[config.mk]
export PLATFORM = sky130hd
export DESIGN_NAME = stereo_mean_abs_level_decimator
export DESIGN_NICKNAME = d
export VERILOG_FILES = /design/src/rtl/smald_pkg.sv /design/src/rtl/stereo_mean_abs_level_decimator.sv /design/src/rtl/smald_lane.sv /design/src/rtl/smald_merge.sv
export SDC_FILE = /design/constraint.sdc
export NUM_CORES = 2
export LEC_CHECK = 0
export ABC_AREA = 1
export BUFFER_PORTS_ARGS = -buffer_cell sky130_fd_sc_hd__buf_2
export CORE_MARGIN = 1
export CORE_UTILIZATION = 50
export CTS_CLUSTER_SIZE = 40
export DETAILED_ROUTE_END_ITERATION = 8
export PLACE_DENSITY = 0.76
export RECOVER_POWER = 50
export SLEW_MARGIN = 40
export SYNTH_ARGS = -nofsm -noshare
export SYNTH_HDL_FRONTEND = slang
export SYNTH_SLANG_ARGS = --single-unit
[constraint.sdc]
create_clock -name i_clk -period 7.1 [get_ports i_clk]
set_input_delay 0.71 -clock i_clk [delete_from_list [all_inputs] [get_ports i_clk]]
set_output_delay 0.71 -clock i_clk [all_outputs]
set_load 0.005 [all_outputs]
[src/rtl/smald_pkg.sv]
// ----------------------------------------------------------------------------
// Stereo mean level decimator package
// Widths, reset values, register indexes and shared types.
// ----------------------------------------------------------------------------
package smald_pkg;

    localparam int SAMPLE_BITS = 16;
    localparam int SPP_W       = 16;
    localparam int MH_W        = 8;
    localparam int HEIGHT_W    = 8;
    localparam int SUM_W       = SAMPLE_BITS - 1 + SPP_W + 1;
    localparam int NUM_W       = SUM_W + MH_W;
    localparam int DEN_W       = SAMPLE_BITS - 1 + SPP_W;
    localparam int Q_W         = HEIGHT_W;
    localparam int STEP_W      = $clog2(Q_W);

    localparam int CFG_IDX_W  = 1;
    localparam int CFG_DATA_W = 16;

    localparam logic [CFG_IDX_W-1:0] CFG_SPP = CFG_IDX_W'(0);
    localparam logic [CFG_IDX_W-1:0] CFG_MH  = CFG_IDX_W'(1);

    localparam logic [SPP_W-1:0] SPP_RESET = SPP_W'(1600);
    localparam logic [MH_W-1:0]  MH_RESET  = MH_W'(20);

    typedef enum logic [1:0] {
        ST_ACC,
        ST_MUL,
        ST_DIV,
        ST_RND
    } t_state;

    typedef struct packed {
        logic acc;
        logic close;
        logic load;
        logic step;
    } t_lane_ctrl;

endpackage

[src/rtl/stereo_mean_abs_level_decimator.sv]
// ----------------------------------------------------------------------------
// Stereo mean absolute level decimator
// Averages stereo sample magnitudes into one waveform column per group.
// ----------------------------------------------------------------------------
//  channel   direction  handshake                    payload
//  in        sink       i_in_valid / o_in_stall      i_left_sample, i_right_sample
//  out       source     o_out_valid / i_out_stall    o_height_left, o_height_right
//  cfg       sink       i_cfg_valid / o_cfg_ready    i_cfg_index, i_cfg_data
//
// One sample pair is taken per cycle while a column fills.
// The closing pair starts a multiply step and a restoring divide per lane, then a
// rounding step, and input is stalled through all three.
// Rounding, with input stalled, waits while the output holds a stalled column.
// Reset is synchronous and active low and restores the register defaults.
// ----------------------------------------------------------------------------
module stereo_mean_abs_level_decimator (
    input  logic                               i_clk,
    input  logic                               i_rst_n,
    input  logic                               i_in_valid,
    output logic                               o_in_stall,
    input  logic [smald_pkg::SAMPLE_BITS-1:0]  i_left_sample,
    input  logic [smald_pkg::SAMPLE_BITS-1:0]  i_right_sample,
    output logic                               o_out_valid,
    input  logic                               i_out_stall,
    output logic [smald_pkg::HEIGHT_W-1:0]     o_height_left,
    output logic [smald_pkg::HEIGHT_W-1:0]     o_height_right,
    input  logic                               i_cfg_valid,
    output logic                               o_cfg_ready,
    input  logic [smald_pkg::CFG_IDX_W-1:0]    i_cfg_index,
    input  logic [smald_pkg::CFG_DATA_W-1:0]   i_cfg_data
);
    import smald_pkg::*;

    t_state              r_state;
    t_state              n_state;
    logic [SPP_W-1:0]    r_spp;
    logic [MH_W-1:0]     r_mh;
    logic [SPP_W-1:0]    r_count;
    logic [STEP_W-1:0]   r_step;

    logic [SPP_W-1:0]    spp_eff;
    logic [SPP_W-1:0]    n_count;
    logic                accept;
    logic                close;
    logic                free;
    logic                merge_load;
    t_lane_ctrl          ctrl;
    logic [HEIGHT_W-1:0] height_left;
    logic [HEIGHT_W-1:0] height_right;

    assign spp_eff    = (r_spp == '0) ? SPP_W'(1) : r_spp;
    assign n_count    = r_count + SPP_W'(1);
    assign close      = (n_count != '0) && (n_count >= spp_eff);
    assign accept     = i_in_valid && (r_state == ST_ACC);
    assign o_in_stall = (r_state != ST_ACC);
    assign o_cfg_ready = 1'b1;

    always_ff @(posedge i_clk) begin
        if (!i_rst_n) begin
            r_spp <= SPP_RESET;
            r_mh  <= MH_RESET;
        end else if (i_cfg_valid) begin
            case (i_cfg_index)
                CFG_SPP: begin
                    r_spp <= i_cfg_data[SPP_W-1:0];
                end
                CFG_MH: begin
                    r_mh <= i_cfg_data[MH_W-1:0];
                end
                default: begin
                end
            endcase
        end
    end

    always_ff @(posedge i_clk) begin
        if (!i_rst_n) begin
            r_state <= ST_ACC;
            r_count <= '0;
            r_step  <= '0;
        end else begin
            r_state <= n_state;
            if (accept) begin
                r_count <= close ? '0 : n_count;
            end
            if (ctrl.load) begin
                r_step <= STEP_W'(Q_W - 1);
            end else if (ctrl.step) begin
                r_step <= r_step - STEP_W'(1);
            end
        end
    end

    always_comb begin
        n_state    = r_state;
        ctrl.acc   = accept;
        ctrl.close = close;
        ctrl.load  = 1'b0;
        ctrl.step  = 1'b0;
        merge_load = 1'b0;
        case (r_state)
            ST_ACC: begin
                if (accept && close) begin
                    n_state = ST_MUL;
                end
            end
            ST_MUL: begin
                ctrl.load = 1'b1;
                n_state   = ST_DIV;
            end
            ST_DIV: begin
                ctrl.step = 1'b1;
                if (r_step == '0) begin
                    n_state = ST_RND;
                end
            end
            ST_RND: begin
                if (free) begin
                    merge_load = 1'b1;
                    n_state    = ST_ACC;
                end
            end
            default: begin
                n_state = ST_ACC;
            end
        endcase
    end

    smald_lane u_lane_left (
        .i_clk    (i_clk),
        .i_rst_n  (i_rst_n),
        .i_sample (i_left_sample),
        .i_ctrl   (ctrl),
        .i_spp    (spp_eff),
        .i_mh     (r_mh),
        .o_height (height_left)
    );

    smald_lane u_lane_right (
        .i_clk    (i_clk),
        .i_rst_n  (i_rst_n),
        .i_sample (i_right_sample),
        .i_ctrl   (ctrl),
        .i_spp    (spp_eff),
        .i_mh     (r_mh),
        .o_height (height_right)
    );

    smald_merge u_merge (
        .i_clk          (i_clk),
        .i_rst_n        (i_rst_n),
        .i_load         (merge_load),
        .i_height_left  (height_left),
        .i_height_right (height_right),
        .i_out_stall    (i_out_stall),
        .o_free         (free),
        .o_out_valid    (o_out_valid),
        .o_height_left  (o_height_left),
        .o_height_right (o_height_right)
    );

endmodule

[src/rtl/smald_lane.sv]
// ----------------------------------------------------------------------------
// Stereo mean level decimator channel lane
// Accumulates sample magnitudes and divides the scaled sum into a height.
// ----------------------------------------------------------------------------
module smald_lane (
    input  logic                               i_clk,
    input  logic                               i_rst_n,
    input  logic [smald_pkg::SAMPLE_BITS-1:0]  i_sample,
    input  smald_pkg::t_lane_ctrl              i_ctrl,
    input  logic [smald_pkg::SPP_W-1:0]        i_spp,
    input  logic [smald_pkg::MH_W-1:0]         i_mh,
    output logic [smald_pkg::HEIGHT_W-1:0]     o_height
);
    import smald_pkg::*;

    logic [SUM_W-1:0]       r_sum;
    logic [SUM_W-1:0]       r_hold;
    logic [NUM_W-1:0]       r_rem;
    logic [NUM_W-1:0]       r_dvs;
    logic [DEN_W-1:0]       r_den;
    logic [Q_W-1:0]         r_q;

    logic [SAMPLE_BITS-1:0] mag;
    logic [SUM_W-1:0]       n_sum;
    logic [NUM_W-1:0]       product;
    logic [DEN_W-1:0]       den_full;
    logic                   ge;
    logic [DEN_W:0]         twice_rem;
    logic [DEN_W:0]         den_ext;
    logic                   round_up;
    logic [Q_W:0]           rounded;

    assign mag      = i_sample[SAMPLE_BITS-1] ? (~i_sample + SAMPLE_BITS'(1)) : i_sample;
    assign n_sum    = r_sum + SUM_W'(mag);
    assign product  = i_mh * r_hold;
    assign den_full = {i_spp, (SAMPLE_BITS-1)'(0)} - DEN_W'(i_spp);
    assign ge       = (r_rem >= r_dvs);

    assign twice_rem = {r_rem[DEN_W-1:0], 1'b0};
    assign den_ext   = {1'b0, r_den};
    assign round_up  = (twice_rem > den_ext) || ((twice_rem == den_ext) && r_q[0]);
    assign rounded   = {1'b0, r_q} + (Q_W+1)'(round_up);
    assign o_height  = (rounded > {1'b0, i_mh}) ? i_mh : rounded[Q_W-1:0];

    always_ff @(posedge i_clk) begin
        if (!i_rst_n) begin
            r_sum <= '0;
        end else if (i_ctrl.acc) begin
            r_sum <= i_ctrl.close ? '0 : n_sum;
        end
    end

    always_ff @(posedge i_clk) begin
        if (i_ctrl.acc && i_ctrl.close) begin
            r_hold <= n_sum;
        end
        if (i_ctrl.load) begin
            r_rem <= product;
            r_den <= den_full;
            r_dvs <= NUM_W'(den_full) << (Q_W - 1);
            r_q   <= '0;
        end else if (i_ctrl.step) begin
            r_rem <= ge ? (r_rem - r_dvs) : r_rem;
            r_dvs <= r_dvs >> 1;
            r_q   <= {r_q[Q_W-2:0], ge};
        end
    end

endmodule

[src/rtl/smald_merge.sv]
// ----------------------------------------------------------------------------
// Stereo mean level decimator merge stage
// Joins both lane heights into one registered output request.
// ----------------------------------------------------------------------------
module smald_merge (
    input  logic                            i_clk,
    input  logic                            i_rst_n,
    input  logic                            i_load,
    input  logic [smald_pkg::HEIGHT_W-1:0]  i_height_left,
    input  logic [smald_pkg::HEIGHT_W-1:0]  i_height_right,
    input  logic                            i_out_stall,
    output logic                            o_free,
    output logic                            o_out_valid,
    output logic [smald_pkg::HEIGHT_W-1:0]  o_height_left,
    output logic [smald_pkg::HEIGHT_W-1:0]  o_height_right
);
    import smald_pkg::*;

    logic                r_valid;
    logic [HEIGHT_W-1:0] r_left;
    logic [HEIGHT_W-1:0] r_right;

    assign o_free         = !r_valid || !i_out_stall;
    assign o_out_valid    = r_valid;
    assign o_height_left  = r_left;
    assign o_height_right = r_right;

    always_ff @(posedge i_clk) begin
        if (!i_rst_n) begin
            r_valid <= 1'b0;
        end else if (i_load) begin
            r_valid <= 1'b1;
        end else if (!i_out_stall) begin
            r_valid <= 1'b0;
        end
    end

    always_ff @(posedge i_clk) begin
        if (i_load) begin
            r_left  <= i_height_left;
            r_right <= i_height_right;
        end
    end

endmodule

* After elaboration in Yosys (flattened, before gate mapping)
Index checks and enable logic that the tools add are counted.
Word-level totals: word-level logic and storage cells 106, output and inout port bits 19, flip-flop bits (word level) 393, input port bits 54
Cells by class: eq/ne operators 9, magnitude comparators 7, reductions and logical operators 23, multiplexer cells 30, $add $sub $neg 11, $mul 2, bitwise logic cells 3
Operator list (count):
- 40-bit 2-to-1 mux | 6
- 38-bit 2-to-1 mux | 4
- 40-bit by 38-bit greater-or-equal comparator with 1-bit output | 2
- 8-bit by 32-bit multiplier with 40-bit output | 2
- 40-bit by 38-bit subtractor with 40-bit output | 2
- 32-bit by 16-bit adder with 32-bit output | 2
- 32-bit by 31-bit == test with 1-bit output | 2
- 32-bit by 31-bit greater-than comparator with 1-bit output | 2
- 16-bit 2-to-1 mux | 4
- 32-bit 2-to-1 mux | 2
- 16-bit by 1-bit adder with 16-bit output (second input constant) | 3
- 16-bit inverter | 2
- 31-bit by 16-bit subtractor with 31-bit output | 1
- 8-bit by 1-bit adder with 9-bit output | 2
- 9-bit by 8-bit greater-than comparator with 1-bit output | 2
- 16-bit greater-or-equal comparator | 1
- 16-bit logical NOT | 1
- 8-bit 2-to-1 mux | 2
- 16-bit nonzero test | 1
- 2-bit one-hot mux with 4 select lines | 1
- 2-bit AND reduction | 4
- 2-bit nonzero test | 4
- 1-bit 2-to-1 mux | 6
- 2-bit 2-to-1 mux | 3
- other kinds (13) | 24

* Longest topological paths before layout
depth in word-level cells 7, mapped depth 27, gate-level depth less buffers 26

* Modules after synthesis
A second synthesis with hierarchy kept.
Second synthesis, totals: cells, all modules 6955, area, all modules 47754.6 µm²
By module, submodules not included:
- smald_lane at u_lane_left | sequential area each 4964.8 µm², area an instance 22435.3 µm², times used 1, cells each 3297
- smald_lane at u_lane_right | sequential area each 4964.8 µm², area an instance 22053.7 µm², times used 1, cells each 3226
- stereo_mean_abs_level_decimator | sequential area each 900.9 µm², area an instance 2742.6 µm², times used 1, cells each 411
- smald_merge | sequential area each 500.5 µm², area an instance 523.0 µm², times used 1, cells each 21

* Least setup slack after synthesis
No wires, ideal clock.
kind flip-flop to flip-flop, start point reg r_mh[7], end point reg u_lane_left.r_rem[34] (data pin), clock period less this slack 4916 ps, stages on the path, launching flop included 23, path buffers 2, library setup time 254 ps, setup slack 2184 ps, data required time 6846 ps, arrival time 4662 ps, cell sequence dfxtp_1 clkbuf_1 clkbuf_1 nand2_1 fa_1 fa_1 inv_1 fa_1 inv_1 fa_1 inv_1 ha_1 nand2_1 o21ai_0 nor2_1 o21ai_0 nand2_1 nand2_1 nand3_1 nand2_1 nand2_1 nand3_1 nand2_1
Between the ends: cells in the longest elaborated chain, start to end 2
RTL lines:
- from (decl) | RTL line stereo_mean_abs_level_decimator.sv:37 | logic [MH_W-1:0] r_mh;
- from (signal assigned) | RTL line stereo_mean_abs_level_decimator.sv:68 | r_mh <= i_cfg_data[MH_W-1:0];
- 8-bit by 32-bit multiplier with 40-bit output | RTL line smald_lane.sv:35 | assign product = i_mh * r_hold;
- 40-bit 2-to-1 mux | RTL line smald_lane.sv:57 | if (i_ctrl.load) begin
- to (signal assigned) | RTL line smald_lane.sv:58 | r_rem <= product;
- to (signal assigned) | RTL line smald_lane.sv:63 | r_rem <= ge ? (r_rem - r_dvs) : r_rem;
- to (decl) | RTL line smald_lane.sv:18 | logic [NUM_W-1:0] r_rem;
Every way passes these cells. A chain may end at the register's enable or synchronous reset.

* Final worst setup path
start point reg r_mh[3], end point reg u_lane_right.r_rem[24] (data pin)
Between the ends: cells in the longest elaborated chain, start to end 2
RTL lines (RTL line):
- 8-bit by 32-bit multiplier with 40-bit output | smald_lane.sv:35
- 40-bit 2-to-1 mux | smald_lane.sv:57
- to (signal assigned) | smald_lane.sv:58
- to (signal assigned) | smald_lane.sv:63
- to (decl) | smald_lane.sv:18
Every way passes these cells.

==> metrics.cfg <==
[cts]
cts_hold_buffers = 0
cts-buffers-inserted = 42
clkLatencyLatePin_ps = 620
htreeDepth = 2
clk_pin_slew_worst_paths_ps = 60
cts_tree = yes
cts_setup_buffers = 0
cts_resized = 0
cts.path.max_buffers = 3
cts.sink_count = 355
cts_root_buf = clkbuf_16

[synthesis]
synthFlopType = edfxtp_1
synth-seq-cells = 355
avgSynthCellArea_um2 = 7.084
ys_seq_area_share_pct = 22.18
synth_top_cells_by_area = fa_1 (17%), edfxtp_1 (16%), nand2_1 (14%), inv_1 (11%), ha_1 (10%)
syn_inst = 5938
synth_top_area_share_pct = 17.32
synthArstFlopShare_pct = 0
synth_cell_types = 48
yosysTopAreaCell = fa_1
synth.most_common_cell = nand2_1
synthTopCellsByCount = nand2_1 (1,580), inv_1 (1,192), a21oi_1 (455)
synth_edf_count = 222
ys.warnings.count = 0
syn_nets = 6693
synth_area_mm2 = 0.04207

[sta]
clock.fmax_ghz = 0.1600
final.setup.tns_ps = 0
slew_violations = 310
rsz0062_at_grt = false
fin_crit_ps = 6251
fin_worst_skew_ps = 48.69
worst_hold_slack_ps = 350.2
min_period_over_period_pct = 88.04
final_hold_viol_count = 0
slew-limit-headroom_pct = -169.3
worst_pin_slew_ps = 4040
setup_violations = 0

[power_and_ir_drop]
leakage_nw = 23.48
power.density_mw_per_mm2 = 399.9
ir_drop_uv = 240.0

[setup_path]
worstPathRequired_ps = 7440
cp.depth = 19
critical_path.cell_chain = buf_4 > nand2_1 > fa_1 > fa_1 > inv_1 > fa_1 > inv_1 > fa_1 > inv_1 > ha_1 > nand2_1 > o21ai_0 > nor2_1 > o21ai_0 > nand3_1 > nand2_1 > a21oi_1 > o21ai_0 > nand2_1
crit_end = u_lane_right.r_rem[24]
path_buf_inv = 4
cp.arrival_ps = 6590
path_class = register to register
critPathMaxFanout = 30
rr_startpoint = r_mh[3]
r2r_cells = 19
slowest_stage = dfxtp_1
crit_path_start_kind = register
reg2reg_to = u_lane_right.r_rem[24]
cp-end-kind = register
startpoint = r_mh[3]
path_delay_family = adder cells
cp_slowest_stage_delay_ps = 1400
ff2ff_setup_slack_ps = 850

[status]
violations = capacitance limit, slew limit
outcome = complete, but fails checks

[placement]
dpl.hpwl_mm = 103.2
dpl_cell_area_mm2 = 0.04339
port_buffers = 71
gp_congestion = 1.006

[floorplan]
die_area_mm2 = 0.08529
die_h_um = 292.1
io_pins = 73
initial_core_util_pct = 50.42
core-area_mm2 = 0.08342
die_x_um = 292.1
num_rows = 106

[route]
first_pass_iters = 6
via_per_inst = 5.468
routed_wl_mm = 126.9
ant_nets = 0
wire_per_inst_um = 18.06
drc = 0
drt_iter0_markers = 3474
vias = 38410

[finish]
area_delta_synth_final_pct = 6.353
multi_input_area_mm2 = 0.02747
fillers = 7949
diodes = 0
layout-drive-gt1-share_pct = 2.961
register_area_mm2 = 0.009339
postLayoutCellArea_mm2 = 0.04474
nets = 6665

[job]
drv_cap = 7

[global_routing]
antenna_found_initial = 1
grt_pass1_vias = 37190
grt_overflow = 0
track_usage_pct = 29.76
grt_max_degree = 81
grt_pass1_wl_mm = 200.9

[min_path]
worstHoldPathType = primary input to register
hold_path.startpoint = i_cfg_data[9]

power by group:
group,leakage (nW),total [W],internal [W],switching [W]
combinational,19.7,0.0119,0.00374,0.00812
sequential,3.14,0.00376,0.00327,0.000487
clock,0.674,0.00228,0.00128,0.000998
cell usage in the layout (no fill, tap or decap), types with 43 or more instances in the layout:
master / Yosys / layout
a21oi_1: 455 / 456
nor2_1: 449 / 448
o21ai_0: 371 / 370
ha_1: 337 / 337
dfxtp_1: 133 / 129
nand4_1: 60 / 60
inv_1: 1192 / 1192
nand2_1: 1580 / 1579
nand3_1: 203 / 203
edfxtp_1: 222 / 222
buf_2: 9 / 58
nor3_1: 81 / 81
xor2_1: 106 / 106
clkbuf_16: 0 / 43
fa_1: 364 / 364
how the worst min path moves through the flow:
| stage | end | cells past startpoint | slack, ps |
|---|---|---|---|
| 5_1_grt | r_spp[9] | 3 | 390 |
| 4_1_cts | r_spp[9] | 3 | 330 |
| 3_5_place_dp | r_step[0] | 1 | 450 |
| 2_1_floorplan | r_step[0] | 1 | 420 |
| 3_3_place_gp | r_step[0] | 1 | 440 |
| 6_report | r_spp[9] | 3 | 350 |
metal layers:
metal | global-route usage (%) | up-vias | wire length, um
met2 | 48.45 | 1531 | 57580
met1 | 41.16 | 18130 | 54820
met3 | 3.966 | 192 | 10520
met5 | 0 | - | 0
met4 | 8.896 | 0 | 3964
li1 | - | 18560 | -
registers in the layout, indices dropped and copies added, names as in the netlist, 31 cells and up:
| signal | flops |
|---|---|
| u_lane_left.r_rem | 40 |
| u_lane_right.r_rem | 40 |
| u_lane_right.r_hold | 32 |
| u_lane_right.r_sum | 32 |
| u_lane_left.r_sum | 32 |
| u_lane_left.r_hold | 32 |
| u_lane_left.r_den | 31 |
| u_lane_left.r_dvs | 31 |
worst register-to-register path, stage by stage, from the launching register on:
cell and delay [ps]:
dfxtp_1 1400, buf_4 380, nand2_1 90, fa_1 500, fa_1 540, inv_1 50, fa_1 470, inv_1 50
fa_1 470, inv_1 40, ha_1 350, nand2_1 140, o21ai_0 280, nor2_1 130, o21ai_0 340, nand3_1 190
nand2_1 170, a21oi_1 80, o21ai_0 210, nand2_1 90
metrics by stage:
step	instances	power, W	util, %	setup slack, ps
after floorplan	5938	0.01168	-	2184
after global placement	6945	0.01514	51.99	1390
after detailed placement	6945	0.01528	52.01	1413
after CTS	7023	0.01762	53.71	1396
after global routing	7024	0.01937	53.63	478.0
final	7024	0.01789	53.63	849.2
layout make-up:
class / count / share of cell area [%]
flip-flops and latches: 355 / 20.87
well taps: 1080 / 3.020
repair buffers: 113 / 1.496
clock inverters: 27 / 0.7048
multi-input cells: 4202 / 61.40
inverters: 1196 / 10.03
clock buffers: 51 / 2.472
logic make-up (layout without fill, tap and decap cells):
| kind of cell | count (synthesis) | count (layout) | share of synthesized area (%) |
|---|---|---|---|
| simple gates | 2427 | 2427 | 23.26 |
| mux | 1 | 1 | 0.02677 |
| other cells | 1 | 1 | 0.008915 |
| buf+inv | 1381 | 1387 | 12.54 |
| compound gates | 937 | 937 | 11.83 |
| flops | 355 | 355 | 22.18 |
| xor+xnor | 135 | 135 | 2.811 |
| fa+ha+maj | 701 | 701 | 27.35 |
Note: power is estimated with default switching activity, not from simulation.
